## config.mk

```make
export PLATFORM = sky130hd
export DESIGN_NAME = rpn_stack_evaluator
export DESIGN_NICKNAME = d
export VERILOG_FILES = /design/src/hw/rtl/rse_pkg.sv /design/src/hw/rtl/rse_front.sv /design/src/hw/rtl/rse_div.sv /design/src/hw/rtl/rse_back.sv /design/src/hw/rtl/rpn_stack_evaluator.sv
export SDC_FILE = /design/constraint.sdc
export NUM_CORES = 2
export LEC_CHECK = 0
export BUFFER_PORTS_ARGS = -buffer_cell sky130_fd_sc_hd__buf_2
export CAP_MARGIN = 20
export CORE_MARGIN = 3
export CORE_UTILIZATION = 60
export DETAILED_ROUTE_END_ITERATION = 16
export GPL_TIMING_DRIVEN = 0
export PLACE_DENSITY_LB_ADDON = 0.1
export SLEW_MARGIN = 20
export SYNTH_ARGS = -nofsm -noshare
export SYNTH_HDL_FRONTEND = slang
export SYNTH_SLANG_ARGS = --single-unit
```

## constraint.sdc

```tcl
create_clock -name clk -period 15.05 [get_ports clk]
set_clock_uncertainty 0.15 [all_clocks]
set_input_delay 0.7525 -clock clk [delete_from_list [all_inputs] [get_ports clk]]
set_output_delay 0.7525 -clock clk [all_outputs]
set_load 0.1 [all_outputs]
```

## src/hw/rtl/rse_pkg.sv

```systemverilog
`timescale 1ns / 1ps
// Shared types and constants for the RPN stack evaluator.
// No dependencies; every other file refers to this package by scoped names.
package rse_pkg;

  localparam int DATA_W          = 32;
  localparam int STACK_DEPTH_DEF = 16;
  localparam int FRAC_BITS_DEF   = 16;
  localparam int QUEUE_DEPTH     = 2;
  localparam int DIV_STEPS       = 32;

  localparam logic signed [DATA_W-1:0] VAL_MAX = 32'sh7fff_ffff;
  localparam logic signed [DATA_W-1:0] VAL_MIN = 32'sh8000_0000;

  localparam logic       KIND_OPERAND = 1'b0;
  localparam logic [1:0] FN_ADD       = 2'd0;
  localparam logic [1:0] FN_SUB       = 2'd1;
  localparam logic [1:0] FN_MUL       = 2'd2;
  localparam logic [1:0] FN_DIV       = 2'd3;

  typedef enum logic [2:0] {
    ST_OK    = 3'd0,
    ST_FEW   = 3'd1,
    ST_DIV0  = 3'd2,
    ST_COUNT = 3'd3,
    ST_OVF   = 3'd4
  } status_t;

  typedef enum logic [2:0] {
    OP_PUSH,
    OP_ADD,
    OP_SUB,
    OP_MUL,
    OP_DIV
  } op_t;

  typedef struct packed {
    op_t                       op;
    logic signed [DATA_W-1:0]  value;
    logic                      last;
  } cmd_t;

  typedef enum logic [2:0] {
    BS_IDLE,
    BS_EXEC,
    BS_MUL,
    BS_DIV,
    BS_FIN
  } back_state_t;

  typedef enum logic [1:0] {
    DS_IDLE,
    DS_RUN,
    DS_FIX
  } div_state_t;

endpackage

```

## src/hw/rtl/rse_front.sv

```systemverilog
`timescale 1ns / 1ps
// Front end: accepts tokens, decodes them into commands and queues them.
// Uses rse_pkg for the command struct and the operator codes.
module rse_front (
  input  logic                              clk,
  input  logic                              rst_n,
  input  logic                              in_valid,
  output logic                              in_ready,
  input  logic                              in_token_kind,
  input  logic signed [rse_pkg::DATA_W-1:0] in_token_value,
  input  logic [1:0]                        in_func,
  input  logic                              in_last_token,
  output logic                              q_valid,
  output rse_pkg::cmd_t                     q_cmd,
  input  logic                              q_ready
);

  localparam int QD = rse_pkg::QUEUE_DEPTH;
  localparam int QW = (QD > 1) ? $clog2(QD) : 1;
  localparam int CW = $clog2(QD + 1);

  rse_pkg::cmd_t fifo_r [QD];
  logic [QW-1:0] wr_ptr_r, wr_ptr_nxt;
  logic [QW-1:0] rd_ptr_r, rd_ptr_nxt;
  logic [CW-1:0] fill_r, fill_nxt;
  rse_pkg::cmd_t cmd_in;
  logic          push, pop;

  // decode the raw token
  always_comb begin
    cmd_in.value = in_token_value;
    cmd_in.last  = in_last_token;
    if (in_token_kind == rse_pkg::KIND_OPERAND) begin
      cmd_in.op = rse_pkg::OP_PUSH;
    end else begin
      case (in_func)
        rse_pkg::FN_ADD: cmd_in.op = rse_pkg::OP_ADD;
        rse_pkg::FN_SUB: cmd_in.op = rse_pkg::OP_SUB;
        rse_pkg::FN_MUL: cmd_in.op = rse_pkg::OP_MUL;
        default:         cmd_in.op = rse_pkg::OP_DIV;
      endcase
    end
  end

  assign in_ready = (fill_r != CW'(QD));
  assign q_valid  = (fill_r != '0);
  assign q_cmd    = fifo_r[rd_ptr_r];
  assign push     = in_valid && in_ready;
  assign pop      = q_valid && q_ready;

  always_comb begin
    wr_ptr_nxt = wr_ptr_r;
    rd_ptr_nxt = rd_ptr_r;
    fill_nxt   = fill_r;
    if (push) begin
      wr_ptr_nxt = (wr_ptr_r == QW'(QD - 1)) ? '0 : wr_ptr_r + QW'(1);
    end
    if (pop) begin
      rd_ptr_nxt = (rd_ptr_r == QW'(QD - 1)) ? '0 : rd_ptr_r + QW'(1);
    end
    if (push && !pop) begin
      fill_nxt = fill_r + CW'(1);
    end else if (pop && !push) begin
      fill_nxt = fill_r - CW'(1);
    end
  end

  always_ff @(posedge clk) begin
    if (!rst_n) begin
      wr_ptr_r <= '0;
      rd_ptr_r <= '0;
      fill_r   <= '0;
    end else begin
      wr_ptr_r <= wr_ptr_nxt;
      rd_ptr_r <= rd_ptr_nxt;
      fill_r   <= fill_nxt;
    end
  end

  always_ff @(posedge clk) begin
    if (push) begin
      fifo_r[wr_ptr_r] <= cmd_in;
    end
  end

endmodule

```

## src/hw/rtl/rse_div.sv

```systemverilog
`timescale 1ns / 1ps
// Iterative signed fixed-point divider: (num << FRAC_BITS) / den, truncated
// toward zero and saturated to 32 bits. One quotient bit per cycle. Uses rse_pkg.
module rse_div #(
  parameter int FRAC_BITS = rse_pkg::FRAC_BITS_DEF
) (
  input  logic                              clk,
  input  logic                              rst_n,
  input  logic                              start,
  input  logic signed [rse_pkg::DATA_W-1:0] num,
  input  logic signed [rse_pkg::DATA_W-1:0] den,
  output logic                              done,
  output logic signed [rse_pkg::DATA_W-1:0] quo
);

  localparam int NW   = 33 + FRAC_BITS;
  localparam int HW   = FRAC_BITS + 1;
  localparam int CNTW = $clog2(rse_pkg::DIV_STEPS + 1);

  rse_pkg::div_state_t state_r, state_nxt;
  logic [CNTW-1:0] cnt_r, cnt_nxt;
  logic [31:0]     den_r, den_nxt;
  logic [31:0]     rem_r, rem_nxt;
  logic [31:0]     lo_r, lo_nxt;
  logic [31:0]     q_r, q_nxt;
  logic            neg_r, neg_nxt;
  logic            sat_r, sat_nxt;
  logic            done_r, done_nxt;
  logic signed [31:0] quo_r, quo_nxt;

  logic [31:0]    abs_n, abs_d;
  logic [NW-1:0]  nwide;
  logic [HW-1:0]  hi;
  logic [32:0]    trial;
  logic [32:0]    diff;

  always_comb begin
    abs_n = num[31] ? 32'(-num) : 32'(num);
    abs_d = den[31] ? 32'(-den) : 32'(den);
    nwide = NW'(abs_n) << FRAC_BITS;
    hi    = nwide[NW-1:32];
    trial = {rem_r, lo_r[31]};
    diff  = trial - {1'b0, den_r};

    state_nxt = state_r;
    cnt_nxt   = cnt_r;
    den_nxt   = den_r;
    rem_nxt   = rem_r;
    lo_nxt    = lo_r;
    q_nxt     = q_r;
    neg_nxt   = neg_r;
    sat_nxt   = sat_r;
    done_nxt  = 1'b0;
    quo_nxt   = quo_r;

    case (state_r)
      rse_pkg::DS_IDLE: begin
        if (start) begin
          den_nxt = abs_d;
          rem_nxt = 32'(hi);
          lo_nxt  = nwide[31:0];
          q_nxt   = '0;
          cnt_nxt = CNTW'(rse_pkg::DIV_STEPS);
          neg_nxt = num[31] ^ den[31];
          // quotient needs more than 32 bits: saturate without iterating
          sat_nxt = (32'(hi) >= abs_d);
          state_nxt = (32'(hi) >= abs_d) ? rse_pkg::DS_FIX : rse_pkg::DS_RUN;
        end
      end
      rse_pkg::DS_RUN: begin
        if (!diff[32]) begin
          rem_nxt = diff[31:0];
          q_nxt   = {q_r[30:0], 1'b1};
        end else begin
          rem_nxt = trial[31:0];
          q_nxt   = {q_r[30:0], 1'b0};
        end
        lo_nxt  = {lo_r[30:0], 1'b0};
        cnt_nxt = cnt_r - CNTW'(1);
        if (cnt_r == CNTW'(1)) begin
          state_nxt = rse_pkg::DS_FIX;
        end
      end
      rse_pkg::DS_FIX: begin
        if (sat_r) begin
          quo_nxt = neg_r ? rse_pkg::VAL_MIN : rse_pkg::VAL_MAX;
        end else if (neg_r) begin
          quo_nxt = (q_r > 32'h8000_0000) ? rse_pkg::VAL_MIN : 32'(-q_r);
        end else begin
          quo_nxt = q_r[31] ? rse_pkg::VAL_MAX : 32'(q_r);
        end
        done_nxt  = 1'b1;
        state_nxt = rse_pkg::DS_IDLE;
      end
      default: begin
        state_nxt = rse_pkg::DS_IDLE;
      end
    endcase
  end

  always_ff @(posedge clk) begin
    if (!rst_n) begin
      state_r <= rse_pkg::DS_IDLE;
      done_r  <= 1'b0;
    end else begin
      state_r <= state_nxt;
      done_r  <= done_nxt;
    end
  end

  always_ff @(posedge clk) begin
    cnt_r <= cnt_nxt;
    den_r <= den_nxt;
    rem_r <= rem_nxt;
    lo_r  <= lo_nxt;
    q_r   <= q_nxt;
    neg_r <= neg_nxt;
    sat_r <= sat_nxt;
    quo_r <= quo_nxt;
  end

  assign done = done_r;
  assign quo  = quo_r;

endmodule

```

## src/hw/rtl/rse_back.sv

```systemverilog
`timescale 1ns / 1ps
// Back end: value stack memory, arithmetic sequencer, error latch and result
// register. Uses rse_pkg and instantiates rse_div.
module rse_back #(
  parameter int STACK_DEPTH = rse_pkg::STACK_DEPTH_DEF,
  parameter int FRAC_BITS   = rse_pkg::FRAC_BITS_DEF
) (
  input  logic                              clk,
  input  logic                              rst_n,
  input  logic                              q_valid,
  input  rse_pkg::cmd_t                     q_cmd,
  output logic                              q_ready,
  output logic                              out_valid,
  input  logic                              out_ready,
  output logic signed [rse_pkg::DATA_W-1:0] out_final_value,
  output logic [2:0]                        out_status
);

  localparam int AW = $clog2(STACK_DEPTH);
  localparam int CW = $clog2(STACK_DEPTH + 1);

  rse_pkg::back_state_t state_r, state_nxt;
  rse_pkg::status_t     err_r, err_nxt;
  rse_pkg::op_t         op_r, op_nxt;
  logic [CW-1:0]        count_r, count_nxt;
  logic                 last_r, last_nxt;
  logic signed [31:0]   lastwr_r, lastwr_nxt;
  logic signed [63:0]   prod_r, prod_nxt;
  logic                 out_valid_r, out_valid_nxt;
  logic signed [31:0]   out_value_r, out_value_nxt;
  logic [2:0]           out_status_r, out_status_nxt;

  logic signed [31:0]   stack_mem_r [STACK_DEPTH];
  logic signed [31:0]   rd_l_r, rd_r_r;

  logic [CW-1:0]        cm1, cm2;
  logic                 push_we, res_we, mem_we;
  logic [AW-1:0]        mem_wa;
  logic signed [31:0]   mem_wd, res_val;
  logic signed [32:0]   sum;
  logic signed [63:0]   shifted;
  logic                 div_start, div_done;
  logic signed [31:0]   div_quo;
  logic                 out_load;

  rse_div #(
    .FRAC_BITS(FRAC_BITS)
  ) u_div (
    .clk   (clk),
    .rst_n (rst_n),
    .start (div_start),
    .num   (rd_l_r),
    .den   (rd_r_r),
    .done  (div_done),
    .quo   (div_quo)
  );

  assign cm1 = count_r - CW'(1);
  assign cm2 = count_r - CW'(2);

  always_comb begin
    state_nxt      = state_r;
    err_nxt        = err_r;
    op_nxt         = op_r;
    count_nxt      = count_r;
    last_nxt       = last_r;
    lastwr_nxt     = lastwr_r;
    prod_nxt       = prod_r;
    out_valid_nxt  = out_valid_r;
    out_value_nxt  = out_value_r;
    out_status_nxt = out_status_r;
    q_ready        = 1'b0;
    push_we        = 1'b0;
    res_we         = 1'b0;
    res_val        = '0;
    div_start      = 1'b0;
    out_load       = 1'b0;
    sum            = '0;
    shifted        = prod_r >>> FRAC_BITS;

    if (out_valid_r && out_ready) begin
      out_valid_nxt = 1'b0;
    end

    case (state_r)
      rse_pkg::BS_IDLE: begin
        q_ready = 1'b1;
        if (q_valid) begin
          op_nxt   = q_cmd.op;
          last_nxt = q_cmd.last;
          if (err_r != rse_pkg::ST_OK) begin
            // drop the token while an error is latched
            state_nxt = q_cmd.last ? rse_pkg::BS_FIN : rse_pkg::BS_IDLE;
          end else if (q_cmd.op == rse_pkg::OP_PUSH) begin
            if (count_r >= CW'(STACK_DEPTH)) begin
              err_nxt = rse_pkg::ST_OVF;
            end else begin
              push_we    = 1'b1;
              count_nxt  = count_r + CW'(1);
              lastwr_nxt = q_cmd.value;
            end
            state_nxt = q_cmd.last ? rse_pkg::BS_FIN : rse_pkg::BS_IDLE;
          end else if (count_r < CW'(2)) begin
            err_nxt   = rse_pkg::ST_FEW;
            state_nxt = q_cmd.last ? rse_pkg::BS_FIN : rse_pkg::BS_IDLE;
          end else begin
            // operands come out of the stack memory next cycle
            state_nxt = rse_pkg::BS_EXEC;
          end
        end
      end
      rse_pkg::BS_EXEC: begin
        case (op_r)
          rse_pkg::OP_ADD, rse_pkg::OP_SUB: begin
            if (op_r == rse_pkg::OP_ADD) begin
              sum = {rd_l_r[31], rd_l_r} + {rd_r_r[31], rd_r_r};
            end else begin
              sum = {rd_l_r[31], rd_l_r} - {rd_r_r[31], rd_r_r};
            end
            if (sum[32] != sum[31]) begin
              res_val = sum[32] ? rse_pkg::VAL_MIN : rse_pkg::VAL_MAX;
            end else begin
              res_val = sum[31:0];
            end
            res_we    = 1'b1;
            state_nxt = last_r ? rse_pkg::BS_FIN : rse_pkg::BS_IDLE;
          end
          rse_pkg::OP_MUL: begin
            prod_nxt  = rd_l_r * rd_r_r;
            state_nxt = rse_pkg::BS_MUL;
          end
          rse_pkg::OP_DIV: begin
            if (rd_r_r == '0) begin
              err_nxt   = rse_pkg::ST_DIV0;
              state_nxt = last_r ? rse_pkg::BS_FIN : rse_pkg::BS_IDLE;
            end else begin
              div_start = 1'b1;
              state_nxt = rse_pkg::BS_DIV;
            end
          end
          default: begin
            state_nxt = rse_pkg::BS_IDLE;
          end
        endcase
      end
      rse_pkg::BS_MUL: begin
        // arithmetic shift floors; saturate if the top bits disagree
        if ((shifted[63:31] == '0) || (shifted[63:31] == '1)) begin
          res_val = shifted[31:0];
        end else begin
          res_val = shifted[63] ? rse_pkg::VAL_MIN : rse_pkg::VAL_MAX;
        end
        res_we    = 1'b1;
        state_nxt = last_r ? rse_pkg::BS_FIN : rse_pkg::BS_IDLE;
      end
      rse_pkg::BS_DIV: begin
        if (div_done) begin
          res_val   = div_quo;
          res_we    = 1'b1;
          state_nxt = last_r ? rse_pkg::BS_FIN : rse_pkg::BS_IDLE;
        end
      end
      rse_pkg::BS_FIN: begin
        if (!out_valid_r || out_ready) begin
          out_load      = 1'b1;
          out_valid_nxt = 1'b1;
          if (err_r != rse_pkg::ST_OK) begin
            out_status_nxt = err_r;
            out_value_nxt  = '0;
          end else if (count_r != CW'(1)) begin
            out_status_nxt = rse_pkg::ST_COUNT;
            out_value_nxt  = '0;
          end else begin
            // with one entry left, the last write went to the bottom slot
            out_status_nxt = rse_pkg::ST_OK;
            out_value_nxt  = lastwr_r;
          end
          count_nxt = '0;
          err_nxt   = rse_pkg::ST_OK;
          state_nxt = rse_pkg::BS_IDLE;
        end
      end
      default: begin
        state_nxt = rse_pkg::BS_IDLE;
      end
    endcase

    if (res_we) begin
      count_nxt  = cm1;
      lastwr_nxt = res_val;
    end
  end

  assign mem_we = push_we || res_we;
  assign mem_wa = push_we ? count_r[AW-1:0] : cm2[AW-1:0];
  assign mem_wd = push_we ? q_cmd.value : res_val;

  always_ff @(posedge clk) begin
    if (mem_we) begin
      stack_mem_r[mem_wa] <= mem_wd;
    end
    rd_r_r <= stack_mem_r[cm1[AW-1:0]];
    rd_l_r <= stack_mem_r[cm2[AW-1:0]];
  end

  always_ff @(posedge clk) begin
    if (!rst_n) begin
      state_r     <= rse_pkg::BS_IDLE;
      err_r       <= rse_pkg::ST_OK;
      count_r     <= '0;
      out_valid_r <= 1'b0;
    end else begin
      state_r     <= state_nxt;
      err_r       <= err_nxt;
      count_r     <= count_nxt;
      out_valid_r <= out_valid_nxt;
    end
  end

  always_ff @(posedge clk) begin
    op_r         <= op_nxt;
    last_r       <= last_nxt;
    lastwr_r     <= lastwr_nxt;
    prod_r       <= prod_nxt;
    out_value_r  <= out_value_nxt;
    out_status_r <= out_status_nxt;
  end

  assign out_valid       = out_valid_r;
  assign out_final_value = out_value_r;
  assign out_status      = out_status_r;

  a_err_zero_value: assert property (@(posedge clk) disable iff (!rst_n)
    (out_valid_r && out_status_r != rse_pkg::ST_OK) |-> out_value_r == '0)
    else $error("error result carries a nonzero value");

  a_div_nonzero: assert property (@(posedge clk) disable iff (!rst_n)
    div_start |-> rd_r_r != '0)
    else $error("divider started with a zero divisor");

  a_fin_clears: assert property (@(posedge clk) disable iff (!rst_n)
    out_load |=> (count_r == '0 && err_r == rse_pkg::ST_OK && out_valid_r))
    else $error("stack not cleared after a result beat");

  a_no_write_on_err: assert property (@(posedge clk) disable iff (!rst_n)
    mem_we |-> err_r == rse_pkg::ST_OK)
    else $error("stack written while an error is latched");

  a_count_bound: assert property (@(posedge clk) disable iff (!rst_n)
    push_we |-> count_r < CW'(STACK_DEPTH))
    else $error("push past the top of the stack");

endmodule

```

## src/hw/rtl/rpn_stack_evaluator.sv

```systemverilog
`timescale 1ns / 1ps
// RPN stack evaluator, signed fixed point with FRAC_BITS fraction bits.
// Input channel (in_valid/in_ready): one token per beat, an operand to push or
//   an operator (add, sub, mul, div) that pops two values and pushes one.
//   in_last_token closes the expression.
// Output channel (out_valid/out_ready): one beat per expression, sent after
//   the last token, with the result and a status (0 ok, 1 too few operands,
//   2 divide by zero, 3 wrong final count, 4 stack overflow); value is 0 on
//   any error. The first error latches and later tokens are dropped.
// A two-entry token queue decouples intake from execution. In the execution
//   unit a push is done in the idle state; add/sub also pass an execute
//   state, multiply adds a product state, and divide waits in a divide state
//   for the divider, which retires one quotient bit per cycle (32 steps) or
//   saturates at once when the quotient overflows. The last token also
//   passes a finish state that loads the result register.
// Reset (rst_n low, synchronous) empties the queue and the stack and clears
//   the error and output valid. While the receiver stalls the result holds;
//   the next expression still executes and waits at its own last token.
module rpn_stack_evaluator #(
  parameter int STACK_DEPTH = rse_pkg::STACK_DEPTH_DEF,
  parameter int FRAC_BITS   = rse_pkg::FRAC_BITS_DEF
) (
  input  logic                              clk,
  input  logic                              rst_n,
  input  logic                              in_valid,
  output logic                              in_ready,
  input  logic                              in_token_kind,
  input  logic signed [rse_pkg::DATA_W-1:0] in_token_value,
  input  logic [1:0]                        in_func,
  input  logic                              in_last_token,
  output logic                              out_valid,
  input  logic                              out_ready,
  output logic signed [rse_pkg::DATA_W-1:0] out_final_value,
  output logic [2:0]                        out_status
);

  logic          q_valid;
  logic          q_ready;
  rse_pkg::cmd_t q_cmd;

  rse_front u_front (
    .clk            (clk),
    .rst_n          (rst_n),
    .in_valid       (in_valid),
    .in_ready       (in_ready),
    .in_token_kind  (in_token_kind),
    .in_token_value (in_token_value),
    .in_func        (in_func),
    .in_last_token  (in_last_token),
    .q_valid        (q_valid),
    .q_cmd          (q_cmd),
    .q_ready        (q_ready)
  );

  rse_back #(
    .STACK_DEPTH (STACK_DEPTH),
    .FRAC_BITS   (FRAC_BITS)
  ) u_back (
    .clk             (clk),
    .rst_n           (rst_n),
    .q_valid         (q_valid),
    .q_cmd           (q_cmd),
    .q_ready         (q_ready),
    .out_valid       (out_valid),
    .out_ready       (out_ready),
    .out_final_value (out_final_value),
    .out_status      (out_status)
  );

endmodule
```

# Word-level counts from Yosys, hierarchy flattened
# Memory sizes are Yosys's and may differ from the RTL's. A register that Yosys moved wholly into a read port is not among the register bits.
# Index checks and enable logic that the tools add are counted.
[word_totals]
register_bits = 322
ram_bits = 584
output_inout_bits = 37
word_cells = 212
n_memories = 2
[classes]
n_addsub = 14
n_mul = 1
order_cmp = 4
eq_ne = 34
mux = 95
bitwise = 1
reduce_logical = 38
[mem_list]
columns = ["memory", "depth", "word_bits", "read_ports", "rd_ports_with_merged_regs", "wr", "line", "text"]
rows = [
  ["u_back.stack_mem_r", 16, 32, 2, 2, 1, "rse_back.sv:33", "logic signed [31:0] stack_mem_r [STACK_DEPTH];"],
  ["u_front.fifo_r", 2, 36, 1, 1, 1, "rse_front.sv:22", "rse_pkg::cmd_t fifo_r [QD];"],
]
[op_table]
columns = ["cell", "count"]
rows = [
  ["32-bit 2-to-1 mux", 23],
  ["32-bit one-hot mux with 2 select lines", 3],
  ["33-bit 2-to-1 mux", 3],
  ["32-bit negator", 3],
  ["32-bit one-hot mux with 3 select lines", 1],
  ["32-bit by 32-bit multiplier with 64-bit output", 1],
  ["3-bit 2-to-1 mux", 18],
  ["32-bit by 32-bit adder with 33-bit output", 1],
  ["33-bit == test (second input constant)", 1],
  ["33-bit logical NOT", 1],
  ["32-bit by 32-bit subtractor with 33-bit output", 1],
  ["33-bit by 32-bit subtractor with 33-bit output", 1],
  ["16-bit by 32-bit >= comparator with 1-bit output", 1],
  ["32-bit > comparator (second input constant)", 1],
  ["32-bit logical NOT", 1],
  ["31-bit 2-to-1 mux", 1],
  ["5-bit 2-to-1 mux", 6],
  ["3-bit one-hot mux with 3 select lines", 3],
  ["1-bit 2-to-1 mux", 24],
  ["3-bit one-hot mux with 5 select lines", 1],
  ["3-bit by 2-bit == test with 1-bit output (second input constant)", 4],
  ["2-bit 2-to-1 mux", 6],
  ["2-bit by 1-bit inequality test with 1-bit output (second input constant)", 6],
  ["6-bit one-hot mux with 2 select lines", 1],
  ["39 further kinds", 75],
]

# Depth between registers and ports, before layout
[logic_depth]
word_depth = 9
depth_mapped = 31
depth_no_buf = 28

# By module
# From an unflattened synthesis, not the netlist that was laid out.
[hier_totals]
hier_cells = 6901
area_unflattened_um2 = 81569.5
[modules_own_cells]
columns = ["mod", "n_inst", "cells_per_inst", "area_per_inst_um2", "seq_area_each_um2"]
rows = [
  ["rse_back", 1, 5677, 68288.0, 20469.6],
  ["rse_div", 1, 1079, 10380.0, 4624.4],
  ["rse_front", 1, 145, 2901.5, 2262.2],
]

# Worst setup path after synthesis
# Ideal clock, no wire load.
[synth_path]
path_type = "reg-to-reg"
startpoint = "register u_back.rd_l_r[31] (read register of u_back.stack_mem_r)"
endpoint = "register u_back.prod_r[63] (data pin)"
setup_time_ns = 0.260
arrival_time_ns = 8.211
required_ns = 14.640
slack_ns = 6.429
stages_incl_launch_ff = 31
n_path_buf = 3
synth_period_minus_slack_ns = 8.621
cell_sequence = "dfxtp_1 clkbuf_1 clkbuf_1 clkbuf_1 nand2_1 inv_1 fa_1 inv_1 fa_1 inv_1 fa_1 fa_1 inv_1 fa_1 inv_1 fa_1 inv_1 fa_1 fa_1 inv_1 ha_1 a21o_1 a21o_1 a21o_1 a21o_1 a21o_1 a21o_1 a21o_1 a31o_2 a31oi_1 xnor2_1"
[synth_via]
elab_chain_len = 1
[synth_rtl]
columns = ["item", "line", "text"]
rows = [
  ["from (decl)", "rse_back.sv:34", "logic signed [31:0] rd_l_r, rd_r_r;"],
  ["32-bit by 32-bit multiplier with 64-bit output", "rse_back.sv:129", "prod_nxt = rd_l_r * rd_r_r;"],
  ["to (signal assigned)", "rse_back.sv:224", "prod_r <= prod_nxt;"],
  ["to (decl)", "rse_back.sv:28", "logic signed [63:0] prod_r, prod_nxt;"],
]
# No other way between the ends.
# A chain may end at the register's enable or synchronous reset.

# Worst setup path after layout
[layout_path]
startpoint = "register u_back.rd_r_r[31] (read register of u_back.stack_mem_r)"
endpoint = "register u_back.prod_r[63] (data pin)"
[layout_via]
elab_chain_len = 1
[layout_rtl]
columns = ["item", "line"]
rows = [
  ["from (decl)", "rse_back.sv:34"],
  ["32-bit by 32-bit multiplier with 64-bit output", "rse_back.sv:129"],
]
# No other way between the ends.

==> run_results.csv <==
group,metric,value,unit
sta,setup_tns,0,ns
worst_hold_path,hp-start,"in_token_value[8]",
clocking,cts_tree,"done",
critical_path,rr_worst_depth,26,
clocking,cts.clk_slew.worst_paths,0.07,ns
floorplanning,fp.dieH,374,microns
final_layout,layout.cells.non_filler,8940,
floorplanning,start_util,60.6,%
global_routing,antenna_found_initial,29,
routing,antenna_left,0,
clocking,cts_buffers,88,
yosys,synth_edf_count,855,
critical_path,startpoint_type,"register",
critical_path,cp_common_cell,"fa_1",
clocking,cts_max_path_buffers,3,
yosys,netlist_top_cells_area,"edfxtp_1 32%, fa_1 27%, mux4_2 8.9%, inv_1 5.0%, and2_1 4.5%",
placement,port_buffers,76,
final_layout,nNetsFinal,8485,
routing,drt_iter0_drc,7049,
yosys,ys_seq_area_share,33.7,%
yosys,synth_top_area_share,31.6,%
routing,wl,278000,microns
critical_path,crit_cells,26,
sta,grt_setup_unrepaired,"false",
floorplanning,fp.dieArea,140000,sq um
critical_path,crit_slowest_cell,"clkbuf_1",
routing,first_pass_iters,8,
yosys,synth_seq_cells,939,
sta,clock.fmax,89.8,MHz
sta,slew_viol_final,0,
routing,wire_per_inst,31.0,microns
final_layout,drive_gt1_share,10.3,%
sta,min_period,11.14,ns
clocking,hold_buffers,0,
global_routing,grt_max_degree,29,
critical_path,critPathRequiredTime,15.34,ns
clocking,cts_max_level,3,
yosys,netlist_area,81200,sq um
sta,whs,0.101,ns
sta,final.period_utilization,74.0,%
placement,preCtsSetupSlack,4.23,ns
critical_path,worstPathArrival,11.43,ns
global_routing,grt_first_pass_wirelength,404000,microns
flow_run,drv_cap,0,
yosys,ys_dominant_reg_cell,"edfxtp_1",
clocking,cts_setup_buffers,0,
global_routing,grt_overflow_total,0,
yosys,synth_top_area_cell,"edfxtp_1",
floorplanning,fp.coreArea,134000,sq um
critical_path,slowest_delay,0.66,ns
sta,slew_headroom,8.00,%
placement,dpl.cell_count,8758,
placement,dp_hpwl,221000,microns
critical_path,r2r-start,"u_back.rd_r_r[31]",
global_routing,grt_pass1_vias,59100,
final_layout,area_growth_syn_to_layout,8.30,%
yosys,async_flop_share,0,%
critical_path,endpoint_kind,"register",
sta,fin_ws,3.91,ns
clocking,cts_resized,0,
sta,worstMarginPinSlew,1.38,ns
critical_path,critPathTopFamily,"adder cells",
clocking,clk-insertion-delay-late,0.70,ns
worst_hold_path,hold_path.class,"primary input to register",
routing,route.detailed.drc,0,
placement,place.gp.congestion,1.03,
sta,finalSetupViolCount,0,
floorplanning,fp.dieW,374,microns
critical_path,crit_fanout,10,
sta,hold_viol,0,
floorplanning,placementRows,134,
yosys,avgSynthCellArea,11.8,sq um
critical_path,critical_path_class,"register to register",
yosys,ys.warnings.count,0,
critical_path,reg2reg_slack,3.91,ns
yosys,syn_inst,6857,
yosys,yosysMostFrequentCell,"fa_1",
global_routing,grt_use_total,40.5,%
critical_path,critPathLaunch,"u_back.rd_r_r[31]",
clocking,cts-root-buf,"clkbuf_16",
routing,vias,57000,
final_layout,fill_cells,10300,
critical_path,crit_buf_inv,6,
routing,viasPerCell,6.38,
yosys,synth_cell_type_count,83,
clocking,clock-sinks,939,
outcome,status,"finished clean",
yosys,synthTopCellsByCount,"1083 x fa_1, 1078 x inv_1, 855 x edfxtp_1",
worst_hold_path,holdPathStages,1,
floorplanning,io_pins,77,
yosys,syn_nets,8257,
-- final cells by class --
| class | instances | area (sq um) | area share [%] |
|---|---|---|---|
| sequential | 939 | 27400 | 31.1 |
| multi-input combinational | 4420 | 48500 | 55.1 |
| antenna | 17 | 42.5 | 0.0484 |
| clock inverter | 56 | 554 | 0.630 |
| tap | 1768 | 2210 | 2.51 |
| buffer | 419 | 1630 | 1.85 |
| timing repair buffer | 138 | 1340 | 1.52 |
| clock buffer | 104 | 2290 | 2.61 |
| inverter | 1079 | 4050 | 4.60 |
-- routing by layer --
layer / vias to the layer above / track usage (%) / routed length, microns
met5: - / 0 / 80
met1: 29000 / 50.7 / 96900
met2: 3868 / 64.0 / 128000
met3: 987 / 9.63 / 30000
li1: 23100 / - / -
met4: 12 / 25.7 / 22400
-- layout by cell type, fill, tap and decap left out, types with 76 or more instances in the layout --
master and n:
a21o_1 76, a21oi_1 171, and2_1 588, buf_2 88
clkbuf_1 369, clkbuf_16 89, dfxtp_1 84, edfxtp_1 855
fa_1 1082, ha_1 277, inv_1 1078, mux4_2 320
nand2_1 661, nor2_1 219, o21ai_0 116, xnor2_1 151
xor2_1 86
-- through the flow --
| step | instance area, sq um | util [%] |
|---|---|---|
| global placement | 83800 | 62.6 |
| global route | 87900 | 65.6 |
| finish | 88000 | 65.7 |
| floorplan | 81200 | - |
| detailed placement | 85000 | 63.4 |
| CTS | 87800 | 65.6 |
-- path summary, 6_finish.rpt --
check                                                  end
worst max-delay path                     u_back.prod_r[63]
worst min-delay path                  u_front.fifo_r[0][9]
worst max register to register           u_back.prod_r[63]
worst min register to register  u_back.out_final_value[15]
-- registers in the layout, summed over array words and instances, names as in the netlist, 5 cells and up, named ones only --
signal,flops
u_back.stack_mem_r,512
u_front.fifo_r,72
u_back.prod_r,48
u_back.lastwr_r,32
u_back.out_final_value,32
u_back.rd_l_r,32
u_back.rd_r_r,32
u_back.u_div.den_r,32
u_back.u_div.q_r,32
u_back.u_div.quo,32
u_back.u_div.rem_r,32
u_back.u_div.lo_r,16
u_back.u_div.cnt_r,6
u_back.count_r,5
-- kinds of logic (layout without fill, tap and decap cells) --
family | after synthesis | after routing | share of synthesized area (%)
other cells | 0 | 17 | 0
mux | 387 | 387 | 9.75
simple gates | 1766 | 1766 | 10.8
compound gates | 670 | 670 | 5.28
flops | 939 | 939 | 33.7
xor+xnor | 237 | 237 | 2.56
fa+ha+maj | 1360 | 1360 | 31.0
buf+inv | 1498 | 1796 | 6.94
Power is not shown: default switching activity piles up to over one toggle a cycle in this logic, so the estimate is an artifact.
